### config.mk
export PLATFORM = sky130hd
export DESIGN_NAME = component_header_crc_checker_core_flat
export DESIGN_NICKNAME = d
export VERILOG_FILES = /design/src/rtl/core/hcrc_pkg.sv /design/src/rtl/core/hcrc_if.sv /design/src/rtl/core/hcrc_frame_tracker.sv /design/src/rtl/core/component_header_crc_checker_core.sv /design/src/flat_wrapper.sv
export SDC_FILE = /design/constraint.sdc
export NUM_CORES = 1
export LEC_CHECK = 0
export ABC_AREA = 1
export ABC_CLOCK_PERIOD_IN_PS = 2650
export BUFFER_PORTS_ARGS = -buffer_cell sky130_fd_sc_hd__buf_2
export CAP_MARGIN = 10
export CORE_MARGIN = 2
export CORE_UTILIZATION = 36
export CTS_BUF_LIST = sky130_fd_sc_hd__clkbuf_4 sky130_fd_sc_hd__clkbuf_8
export CTS_CLUSTER_DIAMETER = 40
export DETAILED_ROUTE_END_ITERATION = 7
export PLACE_DENSITY = 0.65
export SLEW_MARGIN = 30
export SYNTH_ARGS = -nofsm -noshare
export SYNTH_HDL_FRONTEND = slang
export SYNTH_SLANG_ARGS = --single-unit
### constraint.sdc
create_clock -name clock -period 2.65 [get_ports clock]
set_input_delay 0 -clock clock [delete_from_list [all_inputs] [get_ports clock]]
set_output_delay 0 -clock clock [all_outputs]
set_load 0.01 [all_outputs]
### src/rtl/core/hcrc_pkg.sv
// shared types, constants and the crc byte update for the component header crc checker
`timescale 1ns / 1ps

package hcrc_pkg;

   // number of data bytes the crc covers at most
   localparam int unsigned COVER_MAX = 13;

   // byte position counter reaches 4 + COVER_MAX
   localparam int unsigned POS_W   = $clog2(COVER_MAX + 5);
   // covered byte count reaches COVER_MAX
   localparam int unsigned COVER_W = $clog2(COVER_MAX + 1);

   localparam logic [15:0] CRC_INIT = 16'hFFFF;
   localparam logic [15:0] CRC_XOR  = 16'hFFFF;

   // header byte positions (index of the next byte)
   localparam logic [POS_W-1:0] POS_LEN_HI = POS_W'(1);
   localparam logic [POS_W-1:0] POS_LEN_LO = POS_W'(2);
   localparam logic [POS_W-1:0] POS_CRC_HI = POS_W'(3);
   localparam logic [POS_W-1:0] POS_CRC_LO = POS_W'(4);
   localparam logic [POS_W-1:0] POS_DATA   = POS_W'(5);
   // offset of the first data byte minus one
   localparam logic [POS_W-1:0] HDR_BYTES  = POS_W'(4);

   typedef struct packed {
      logic [7:0] data_byte;
      logic       first_byte;
   } hcrc_item_type;

   typedef struct packed {
      logic        crc_ok;
      logic        length_invalid;
      logic [7:0]  component_id;
      logic [15:0] field_length;
   } hcrc_verdict_type;

   // byte-wise crc-16 update, polynomial 0x1021, msb first
   function automatic logic [15:0] crc_feed(input logic [15:0] c, input logic [7:0] b);
      logic [15:0] x;
      x = {c[7:0], c[15:8]} ^ {8'h00, b};
      x = x ^ {12'h000, x[7:4]};
      x = x ^ ({x[3:0], 12'h000} ^ {3'b000, x[7:0], 5'b00000});
      return x;
   endfunction

   // number of covered data bytes for a given length field
   function automatic logic [COVER_W-1:0] cover_size(input logic [15:0] len);
      logic [COVER_W-1:0] size;
      if (len < 16'(COVER_MAX)) begin
         size = len[COVER_W-1:0];
      end else begin
         size = COVER_W'(COVER_MAX);
      end
      return size;
   endfunction

endpackage

### src/rtl/core/hcrc_if.sv
// item channel interfaces for the component header crc checker
`timescale 1ns / 1ps

interface hcrc_req_if;
   logic       valid;
   logic       ready;
   logic [7:0] data_byte;
   logic       first_byte;

   modport source (output valid, output data_byte, output first_byte, input ready);
   modport sink   (input valid, input data_byte, input first_byte, output ready);
endinterface

interface hcrc_rsp_if;
   logic        valid;
   logic        ready;
   logic        crc_ok;
   logic        length_invalid;
   logic [7:0]  component_id;
   logic [15:0] field_length;

   modport source (output valid, output crc_ok, output length_invalid,
                   output component_id, output field_length, input ready);
   modport sink   (input valid, input crc_ok, input length_invalid,
                   input component_id, input field_length, output ready);
endinterface

### src/rtl/core/hcrc_frame_tracker.sv
// frame header tracking and running crc for one byte per step
`timescale 1ns / 1ps

module hcrc_frame_tracker (
   input  logic                      clock,
   input  logic                      reset,
   input  logic                      step_en,
   input  hcrc_pkg::hcrc_item_type   item,
   output logic                      emit,
   output hcrc_pkg::hcrc_verdict_type verdict
);

   logic [15:0]                crc_ff, crc_in;
   logic [hcrc_pkg::POS_W-1:0] pos_ff, pos_in;
   logic [15:0]                stored_ff, stored_in;
   logic [15:0]                length_ff, length_in;
   logic [7:0]                 id_ff, id_in;
   logic                       done_ff, done_in;
   logic                       invalid;
   logic [15:0]                crc_step;

   assign crc_step = hcrc_pkg::crc_feed(crc_ff, item.data_byte);

   // next state for one byte
   always_comb begin
      crc_in    = crc_ff;
      pos_in    = pos_ff;
      stored_in = stored_ff;
      length_in = length_ff;
      id_in     = id_ff;
      done_in   = done_ff;
      emit      = 1'b0;
      invalid   = 1'b0;
      if (item.first_byte) begin
         crc_in    = hcrc_pkg::crc_feed(hcrc_pkg::CRC_INIT, item.data_byte);
         id_in     = item.data_byte;
         length_in = 16'h0000;
         stored_in = 16'h0000;
         pos_in    = hcrc_pkg::POS_LEN_HI;
         done_in   = 1'b0;
      end else if (!done_ff) begin
         case (pos_ff)
            hcrc_pkg::POS_LEN_HI: begin
               crc_in    = crc_step;
               length_in = {item.data_byte, 8'h00};
               pos_in    = hcrc_pkg::POS_LEN_LO;
            end
            hcrc_pkg::POS_LEN_LO: begin
               crc_in    = crc_step;
               length_in = {length_ff[15:8], item.data_byte};
               if (length_ff[15]) begin
                  emit    = 1'b1;
                  invalid = 1'b1;
               end else begin
                  pos_in = hcrc_pkg::POS_CRC_HI;
               end
            end
            hcrc_pkg::POS_CRC_HI: begin
               stored_in = {item.data_byte, 8'h00};
               pos_in    = hcrc_pkg::POS_CRC_LO;
            end
            hcrc_pkg::POS_CRC_LO: begin
               stored_in = {stored_ff[15:8], item.data_byte};
               if (hcrc_pkg::cover_size(length_ff) == '0) begin
                  emit = 1'b1;
               end else begin
                  pos_in = hcrc_pkg::POS_DATA;
               end
            end
            default: begin
               // covered data bytes
               crc_in = crc_step;
               if ((pos_ff - hcrc_pkg::HDR_BYTES)
                   >= hcrc_pkg::POS_W'(hcrc_pkg::cover_size(length_ff))) begin
                  emit = 1'b1;
               end else begin
                  pos_in = pos_ff + hcrc_pkg::POS_W'(1);
               end
            end
         endcase
         if (emit) begin
            done_in = 1'b1;
         end
      end
   end

   // verdict from the updated state
   always_comb begin
      verdict.length_invalid = invalid;
      verdict.crc_ok         = !invalid && ((crc_in ^ hcrc_pkg::CRC_XOR) == stored_in);
      verdict.component_id   = id_in;
      verdict.field_length   = length_in;
   end

   // frame state
   always_ff @(posedge clock) begin
      if (reset) begin
         crc_ff    <= hcrc_pkg::CRC_INIT;
         pos_ff    <= '0;
         stored_ff <= 16'h0000;
         length_ff <= 16'h0000;
         id_ff     <= 8'h00;
         done_ff   <= 1'b1;
      end else if (step_en) begin
         crc_ff    <= crc_in;
         pos_ff    <= pos_in;
         stored_ff <= stored_in;
         length_ff <= length_in;
         id_ff     <= id_in;
         done_ff   <= done_in;
      end
   end

endmodule

### src/rtl/core/component_header_crc_checker_core.sv
// top level of the component header crc checker
`timescale 1ns / 1ps

// channel   role    payload                                              handshake
// req_chan  sink    data_byte[7:0], first_byte                           valid/ready
// rsp_chan  source  crc_ok, length_invalid, component_id[7:0],           valid/ready
//                   field_length[15:0]
//
// one byte per cycle sustained while the result register is free; a byte passes an input
// register, one crc byte update and the result register, where the verdict of its frame
// waits until the receiver takes it.
// synchronous reset empties both registers and leaves the tracker idle until a start.
// a stalled result holds the next byte in the input register; input stalls cost nothing.

module component_header_crc_checker_core (
   input  logic    clock,
   input  logic    reset,
   hcrc_req_if.sink   req_chan,
   hcrc_rsp_if.source rsp_chan
);

   logic                       in_valid_ff, in_valid_in;
   hcrc_pkg::hcrc_item_type    in_item_ff;
   logic                       out_valid_ff, out_valid_in;
   hcrc_pkg::hcrc_verdict_type out_ff;
   hcrc_pkg::hcrc_verdict_type verdict;
   logic                       out_free;
   logic                       step_en;
   logic                       emit;

   // an item is worked on when the result register can take its verdict
   assign out_free      = !out_valid_ff || rsp_chan.ready;
   assign step_en       = in_valid_ff && out_free;
   assign req_chan.ready = !in_valid_ff || step_en;

   hcrc_frame_tracker u_tracker (
      .clock   (clock),
      .reset   (reset),
      .step_en (step_en),
      .item    (in_item_ff),
      .emit    (emit),
      .verdict (verdict)
   );

   // register occupancy
   always_comb begin
      in_valid_in = in_valid_ff;
      if (req_chan.valid && req_chan.ready) begin
         in_valid_in = 1'b1;
      end else if (step_en) begin
         in_valid_in = 1'b0;
      end
      out_valid_in = out_valid_ff;
      if (step_en && emit) begin
         out_valid_in = 1'b1;
      end else if (rsp_chan.ready) begin
         out_valid_in = 1'b0;
      end
   end

   always_ff @(posedge clock) begin
      if (reset) begin
         in_valid_ff  <= 1'b0;
         out_valid_ff <= 1'b0;
      end else begin
         in_valid_ff  <= in_valid_in;
         out_valid_ff <= out_valid_in;
      end
   end

   // payload registers
   always_ff @(posedge clock) begin
      if (req_chan.valid && req_chan.ready) begin
         in_item_ff.data_byte  <= req_chan.data_byte;
         in_item_ff.first_byte <= req_chan.first_byte;
      end
      if (step_en && emit) begin
         out_ff <= verdict;
      end
   end

   assign rsp_chan.valid          = out_valid_ff;
   assign rsp_chan.crc_ok         = out_ff.crc_ok;
   assign rsp_chan.length_invalid = out_ff.length_invalid;
   assign rsp_chan.component_id   = out_ff.component_id;
   assign rsp_chan.field_length   = out_ff.field_length;

   // an invalid length never passes the crc check
   a_invalid_not_ok: assert property (@(posedge clock) disable iff (reset)
      rsp_chan.valid |-> !(rsp_chan.crc_ok && rsp_chan.length_invalid))
      else $error("invalid length reported with crc ok");

   // invalid flag only with the length top bit set
   a_invalid_top_bit: assert property (@(posedge clock) disable iff (reset)
      (rsp_chan.valid && rsp_chan.length_invalid) |-> rsp_chan.field_length[15])
      else $error("invalid length without top bit");

   // an empty input register always takes a byte
   a_ready_when_empty: assert property (@(posedge clock) disable iff (reset)
      !in_valid_ff |-> req_chan.ready)
      else $error("input register empty but not ready");

   // no verdict directly after reset
   a_quiet_after_reset: assert property (@(posedge clock)
      $past(reset) |-> !rsp_chan.valid)
      else $error("result valid after reset");

endmodule

### src/flat_wrapper.sv
// flat-port wrapper written by rule: the top's interface ports become plain ports
module component_header_crc_checker_core_flat 
  (clock, reset, req_chan_valid, req_chan_data_byte, req_chan_first_byte, req_chan_ready, rsp_chan_valid, rsp_chan_crc_ok, rsp_chan_length_invalid, rsp_chan_component_id, rsp_chan_field_length, rsp_chan_ready);
  hcrc_req_if req_chan_i ();
  hcrc_rsp_if rsp_chan_i ();
  input  logic clock;
  input  logic reset;
  input wire logic [$bits(req_chan_i.valid)-1:0] req_chan_valid;
  input wire logic [$bits(req_chan_i.data_byte)-1:0] req_chan_data_byte;
  input wire logic [$bits(req_chan_i.first_byte)-1:0] req_chan_first_byte;
  output wire logic [$bits(req_chan_i.ready)-1:0] req_chan_ready;
  output wire logic [$bits(rsp_chan_i.valid)-1:0] rsp_chan_valid;
  output wire logic [$bits(rsp_chan_i.crc_ok)-1:0] rsp_chan_crc_ok;
  output wire logic [$bits(rsp_chan_i.length_invalid)-1:0] rsp_chan_length_invalid;
  output wire logic [$bits(rsp_chan_i.component_id)-1:0] rsp_chan_component_id;
  output wire logic [$bits(rsp_chan_i.field_length)-1:0] rsp_chan_field_length;
  input wire logic [$bits(rsp_chan_i.ready)-1:0] rsp_chan_ready;
  assign req_chan_i.valid = req_chan_valid;
  assign req_chan_i.data_byte = req_chan_data_byte;
  assign req_chan_i.first_byte = req_chan_first_byte;
  assign req_chan_ready = req_chan_i.ready;
  assign rsp_chan_valid = rsp_chan_i.valid;
  assign rsp_chan_crc_ok = rsp_chan_i.crc_ok;
  assign rsp_chan_length_invalid = rsp_chan_i.length_invalid;
  assign rsp_chan_component_id = rsp_chan_i.component_id;
  assign rsp_chan_field_length = rsp_chan_i.field_length;
  assign rsp_chan_i.ready = rsp_chan_ready;
  component_header_crc_checker_core u_core (.clock(clock), .reset(reset), .req_chan(req_chan_i), .rsp_chan(rsp_chan_i));
endmodule
Word-level counts from Yosys, hierarchy flattened
Index checks and enable logic that the tools add are counted.
- flip-flop bits (word level): 99
- bits of input ports: 13
- output and inout port bits: 28
- logic and storage cells: 93
- add/sub/neg operators: 2
- $lt $le $gt $ge: 2
- eq/ne operators: 9
- mux-type cells: 41
- bitwise gates (word level): 9
- reduce and logical (&&, ||, !) cells: 16
- operator list (kind ; number):
    2-to-1 mux 16 bit ; 7
    one-hot mux 16 bit (2 select lines) ; 2
    XOR 16 x 13 -> 16 bit ; 2
    XOR 16 bit ; 2
    XOR 16 x 4 -> 16 bit ; 2
    2-to-1 mux 4 bit ; 7
    2-to-1 mux 5 bit ; 5
    one-hot mux 5 bit (4 select lines) ; 1
    2-to-1 mux 1 bit ; 17
    equality test 16 bit ; 1
    less-than comparator 16 x 4 -> 1 bit, second input constant ; 1
    NOT 16 bit ; 1
    NOT 8 -> 16 bit ; 1
    XOR 16 x 8 -> 16 bit ; 1
    equality test 5 x 2 -> 1 bit, second input constant ; 2
    2-to-1 mux 8 bit ; 1
    != test 3 x 2 -> 1 bit, second input constant ; 2
    != test 6 x 1 -> 1 bit, second input constant ; 1
    adder 5 x 1 -> 5 bit, second input constant ; 1
    equality test 5 x 1 -> 1 bit, second input constant ; 1
    equality test 5 x 3 -> 1 bit, second input constant ; 1
    >= comparator 5 x 4 -> 1 bit ; 1
    AND reduction 5 bit ; 1
    subtractor 5 x 3 -> 5 bit, second input constant ; 1
    9 further kinds ; 17

Logic depth before layout (Yosys ltp)
- word-level depth: 14
- mapped depth: 18
- mapped depth without buffers: 18

Hierarchy
Synthesis repeated with hierarchy kept, for this count alone.
- cells, all modules: 824
- area, all modules: 5584.1 um2
- by module, submodules not included (module ; instances ; cells an instance ; area each (um2) ; sequential area each (um2)):
    hcrc_frame_tracker ; 1 ; 771 ; 4424.2 ; 1241.2
    component_header_crc_checker_core ; 1 ; 53 ; 1159.9 ; 1091.0

Least setup slack after synthesis
Ideal clock, no wire load.
- path kind: reg2reg
- start: register u_core.u_tracker.length_ff[4]
- end: register u_core.out_ff (netlist bit u_core.rsp_chan.component_id[0]), enable pin
- setup time: 0.381 ns
- arrival: 2.403 ns
- required time: 2.269 ns
- path slack: -0.134 ns
- stages on the path, launching flop included: 19
- path buffers: 0
- period minus slack after synthesis: 2.784 ns
- path through: dfxtp_1 > nor2_1 > nand2_1 > nor2_1 > nand2_1 > or2_2 > ha_1 > inv_1 > nand2_1 > nand2_1 > nand2_1 > nand2_1 > a21boi_0 > nor3_1 > nand2_1 > nand2_1 > nor2_1 > nand3_1 > inv_1
- cells in the longest elaborated chain, start to end: 13
- elaborated cells on any way between the ends: 18
- those cells by class: order compare: 2; mux: 14; reduce/logical: 2
- RTL lines (element ; line ; RTL):
    from (decl) ; hcrc_frame_tracker.sv:16 ; logic [15:0] length_ff, length_in;
    from (signal assigned) ; hcrc_frame_tracker.sv:108 ; length_ff <= length_in;
    less-than comparator 16 x 4 -> 1 bit * ; hcrc_pkg.sv:50 ; if (len < 16'(COVER_MAX)) begin
    2-to-1 mux 4 bit * ; hcrc_pkg.sv:50 ;
    2-to-1 mux 4 bit ; hcrc_frame_tracker.sv:42 ; case (pos_ff)
    2-to-1 mux 4 bit ; hcrc_frame_tracker.sv:41 ; end else if (!done_ff) begin
    2-to-1 mux 4 bit ; hcrc_frame_tracker.sv:34 ; if (item.first_byte) begin
    >= comparator 5 x 4 -> 1 bit / logical NOT 4 bit (equally long branches) ; hcrc_frame_tracker.sv:74, hcrc_frame_tracker.sv:64 ;
    2-to-1 mux 1 bit, on equally long branches ; hcrc_frame_tracker.sv:73, hcrc_frame_tracker.sv:64 ;
    one-hot mux 1 bit (3 select lines) * ; hcrc_frame_tracker.sv:42 ;
    2-to-1 mux 1 bit * ; hcrc_frame_tracker.sv:41 ;
    2-to-1 mux 1 bit * ; hcrc_frame_tracker.sv:34 ;
    2-to-1 mux 1 bit * ; hcrc_frame_tracker.sv:41 ;
    2-to-1 mux 1 bit * ; hcrc_frame_tracker.sv:34 ;
    logical AND 1 bit * ; component_header_crc_checker_core.sv:77 ; if (step_en && emit) begin
    to (signal assigned) ; component_header_crc_checker_core.sv:78 ; out_ff <= verdict;
    to (decl) ; component_header_crc_checker_core.sv:25 ; hcrc_pkg::hcrc_verdict_type out_ff;
Mark *: on every way between the ends. The rest lies on a longest branch, timed or not. The select of a mux whose other input is x is not followed.
A chain may end at the register's enable or synchronous reset.

Worst setup path after layout
- start: register u_core.u_tracker.length_ff[10]
- end: register u_core.out_ff (netlist bit u_core.rsp_chan.component_id[1]), enable pin
The elaborated chain is that of the path after synthesis.

==> metrics.csv <==
metric,value,unit
rr_worst_depth,19,
syn-cell-area,0.00558,mm2
grt.total_usage,18.7,%
clk_pin_slew,100,ps
dp_hpwl,10600,um
final_cell_mix,"292 x nand2_1, 87 x nor2_1, 69 x a21oi_1",
ios,41,
fin_skew,12.1,ps
finalSetupViolCount,20,
drive_gt1_share,14.1,%
grt_pass1_wl,24200,um
rr_endpoint,u_core.rsp_chan.component_id[1],
cts.sinks,99,
dr.pass1.iters,5,
worstPathCellList,nor2_2 > nand2_1 > nor2_2 > nand2_1 > or2_4 > ha_4 > inv_2 > nand2_1 > nand2_1 > nand2_1 > nand2_1 > a21boi_2 > nor3_2 > nand2_1 > nand2_1 > nor2_2 > nand3_2 > clkinvlp_4 > buf_12,
rsz0062_at_grt,yes,
synth_edf_count,35,
dieArea,0.0165,mm2
antenna_found_initial,0,
startpoint_type,flip-flop,
synth_nets,837,
ir_drop,0.225,mV
drc,0,
tns,-342,ps
layout.nets,899,
avgSynthCellArea,6.87,um2
cp-end-kind,flip-flop,
die_w,129,um
crit_fanout,13,
cp_slowest_stage_delay,340,ps
path_buf_inv,3,
area_growth_syn_to_layout,16.1,%
wirelength,15500,um
yosys_warnings,0,
place.port_buffers,40,
ys.flop_type,dfxtp_1,
coreArea,0.0152,mm2
synth_largest_area_cell,dfxtp_1,
worstMarginPinSlew,586,ps
yosysSeqAreaShare,41.8,%
grt_max_degree,49,
worstSetupPathType,flip-flop to flip-flop,
wl_per_cell,14.5,um
cts_made_buffers,9,
r2r_setup_slack,-30,ps
p_leak,2.94,nW
globalRoute.totalOverflow,0,
synth-seq-cells,99,
critical_path.slowest_cell,dfxtp_2,
synth_cells,812,
hold_class,input pin to flip-flop,
crit-reg2reg-launch,u_core.u_tracker.length_ff[10],
cts_tree,built,
antennaDiodeCount,0,
startpoint,u_core.u_tracker.length_ff[10],
grt_pass1_vias,4746,
initial_utilization,36.7,%
root_buffer,clkbuf_8,
ant_nets,0,
cap_violations,0,
final_common_cell,nand2_1,
period_needed,2680,ps
synthTopCellsByArea,"dfxtp_1 23%, nand2_1 20%, edfxtp_1 19%, a21oi_1 6.2%, nor2_1 6.1%",
endpoint,u_core.rsp_chan.component_id[1],
violations,setup timing,
htree_levels,3,
synth_top_area_share,23.0,%
place.gp.congestion,0.926,
clock_path_buffers,2,
max_freq,374,MHz
cp_top_family,simple AND/OR/NAND/NOR gates,
worst-path-stages,19,
vias_per_cell,5.06,
report.final.hold_viol_count,0,
vias,5398,
die_height,129,um
row_count,45,
cp.required,2760,ps
ys_types,43,
max-slew-margin-rel,60.9,%
power,3.26,mW
finalWorstSetupSlack,-25.1,ps
p_per_area,503,mW/mm2
clk_latency,400,ps
drtIter0Drc,585,
synth-async-reset-ratio,0,%
drv_slew,0,
timing.final.crit_share,101,%
crit_top_cell,nand2_1,
status,"complete, but fails checks",
critPathArrivalTime,2790,ps
## logic make-up after synthesis
group / Yosys count / share of synthesized area, %
compound gates: 146 / 13.8
fa+ha+maj: 12 / 2.69
xor+xnor: 5 / 0.785
simple gates: 454 / 33.7
flops: 99 / 41.8
buf+inv: 96 / 7.24
## how the worst min path moves through the flow
stage | end | startpoint | cells after the start
after CTS | u_core.u_tracker.id_ff[5] | reset | 2
final | u_core.rsp_chan.valid | reset | 2
after global placement | u_core.in_item_ff[1] | req_chan_data_byte[0] | 1
after detailed placement | u_core.in_item_ff[2] | req_chan_data_byte[1] | 1
after floorplan | u_core.in_item_ff[0] | req_chan_first_byte | 0
after global routing | u_core.rsp_chan.valid | reset | 2
## flip-flops by register name (all words and copies together), names as in the netlist, 5 cells and up
| signal | cells |
|---|---|
| u_core.u_tracker.pos_ff | 5 |
| u_core.u_tracker.id_ff | 8 |
| u_core.u_tracker.crc_ff | 16 |
| u_core.in_item_ff | 9 |
| u_core.u_tracker.length_ff | 16 |
| u_core.rsp_chan.field_length | 16 |
| u_core.rsp_chan.component_id | 8 |
| u_core.u_tracker.stored_ff | 16 |
## worst register-to-register path, delay by kind of cell (launching register included)
kind | cells | cell delay (ps)
buffers and inverters | 3 | 390
adders and majority gates | 1 | 260
and+or+nand+nor | 14 | 1260
AOI/OAI and AO/OA | 1 | 130
DFF | 1 | 340
## repair_timing
item | CTS | global route
hold buffers | 12 | 0
setup buffers | 0 | 2
setup endpoints to repair | 26 | 27
cloned | 0 | 2
resized for setup | 3 | 8
hold endpoints to repair | 11 | 0
## synthesized netlist by cell type, drive strengths merged (6+ instances only)
master    n
buf       7
nor2     95
nand3    51
dfxtp    64
nand2   294
a21oi    71
nor3      6
inv      65
edfxtp   35
o21ai    63
clkbuf   23
ha       12
## per-stage QoR
step / utilization [%] / worst slack [ps] / instances / hold WS (ps) / area [um2]
2_1_floorplan: - / 22.4 / 812 / 98.9 / 5610
3_3_place_gp: 40.2 / -0.651 / 1035 / 179 / 6110
3_5_place_dp: 40.2 / -59.9 / 1035 / 178 / 6110
4_1_cts: 42.2 / 0.0830 / 1063 / 103 / 6420
5_1_grt: 42.6 / -183 / 1067 / 129 / 6480
6_report: 42.6 / -25.1 / 1067 / 120 / 6480
## metal layers
metal  routed length [um]  global-route usage, %  share of wire (%)  vias up
met3                 1020                   2.87                6.6       36
met4                  439                   7.74                2.8        0
li1                     -                      -                  -     2754
met5                    0                      0                  0        -
met2                 6690                   29.3                 43      176
met1                 7320                   26.1                 47     2432
## cell type report
type                       instances  area [um2]
inverter                          66         262
clock inverter                     6        47.5
sequential                        99        2340
timing repair buffer              81         584
tap                              188         235
multi-input combinational        617        2880
clock buffer                      10         131
fill                            1586        8720
## power breakdown
group	switching [mW]	internal, mW
Combinational	0.387	0.220
Sequential	0.0545	1.64
Clock	0.594	0.361
Total	1.04	2.22
Power figures use the tool's default switching activity.
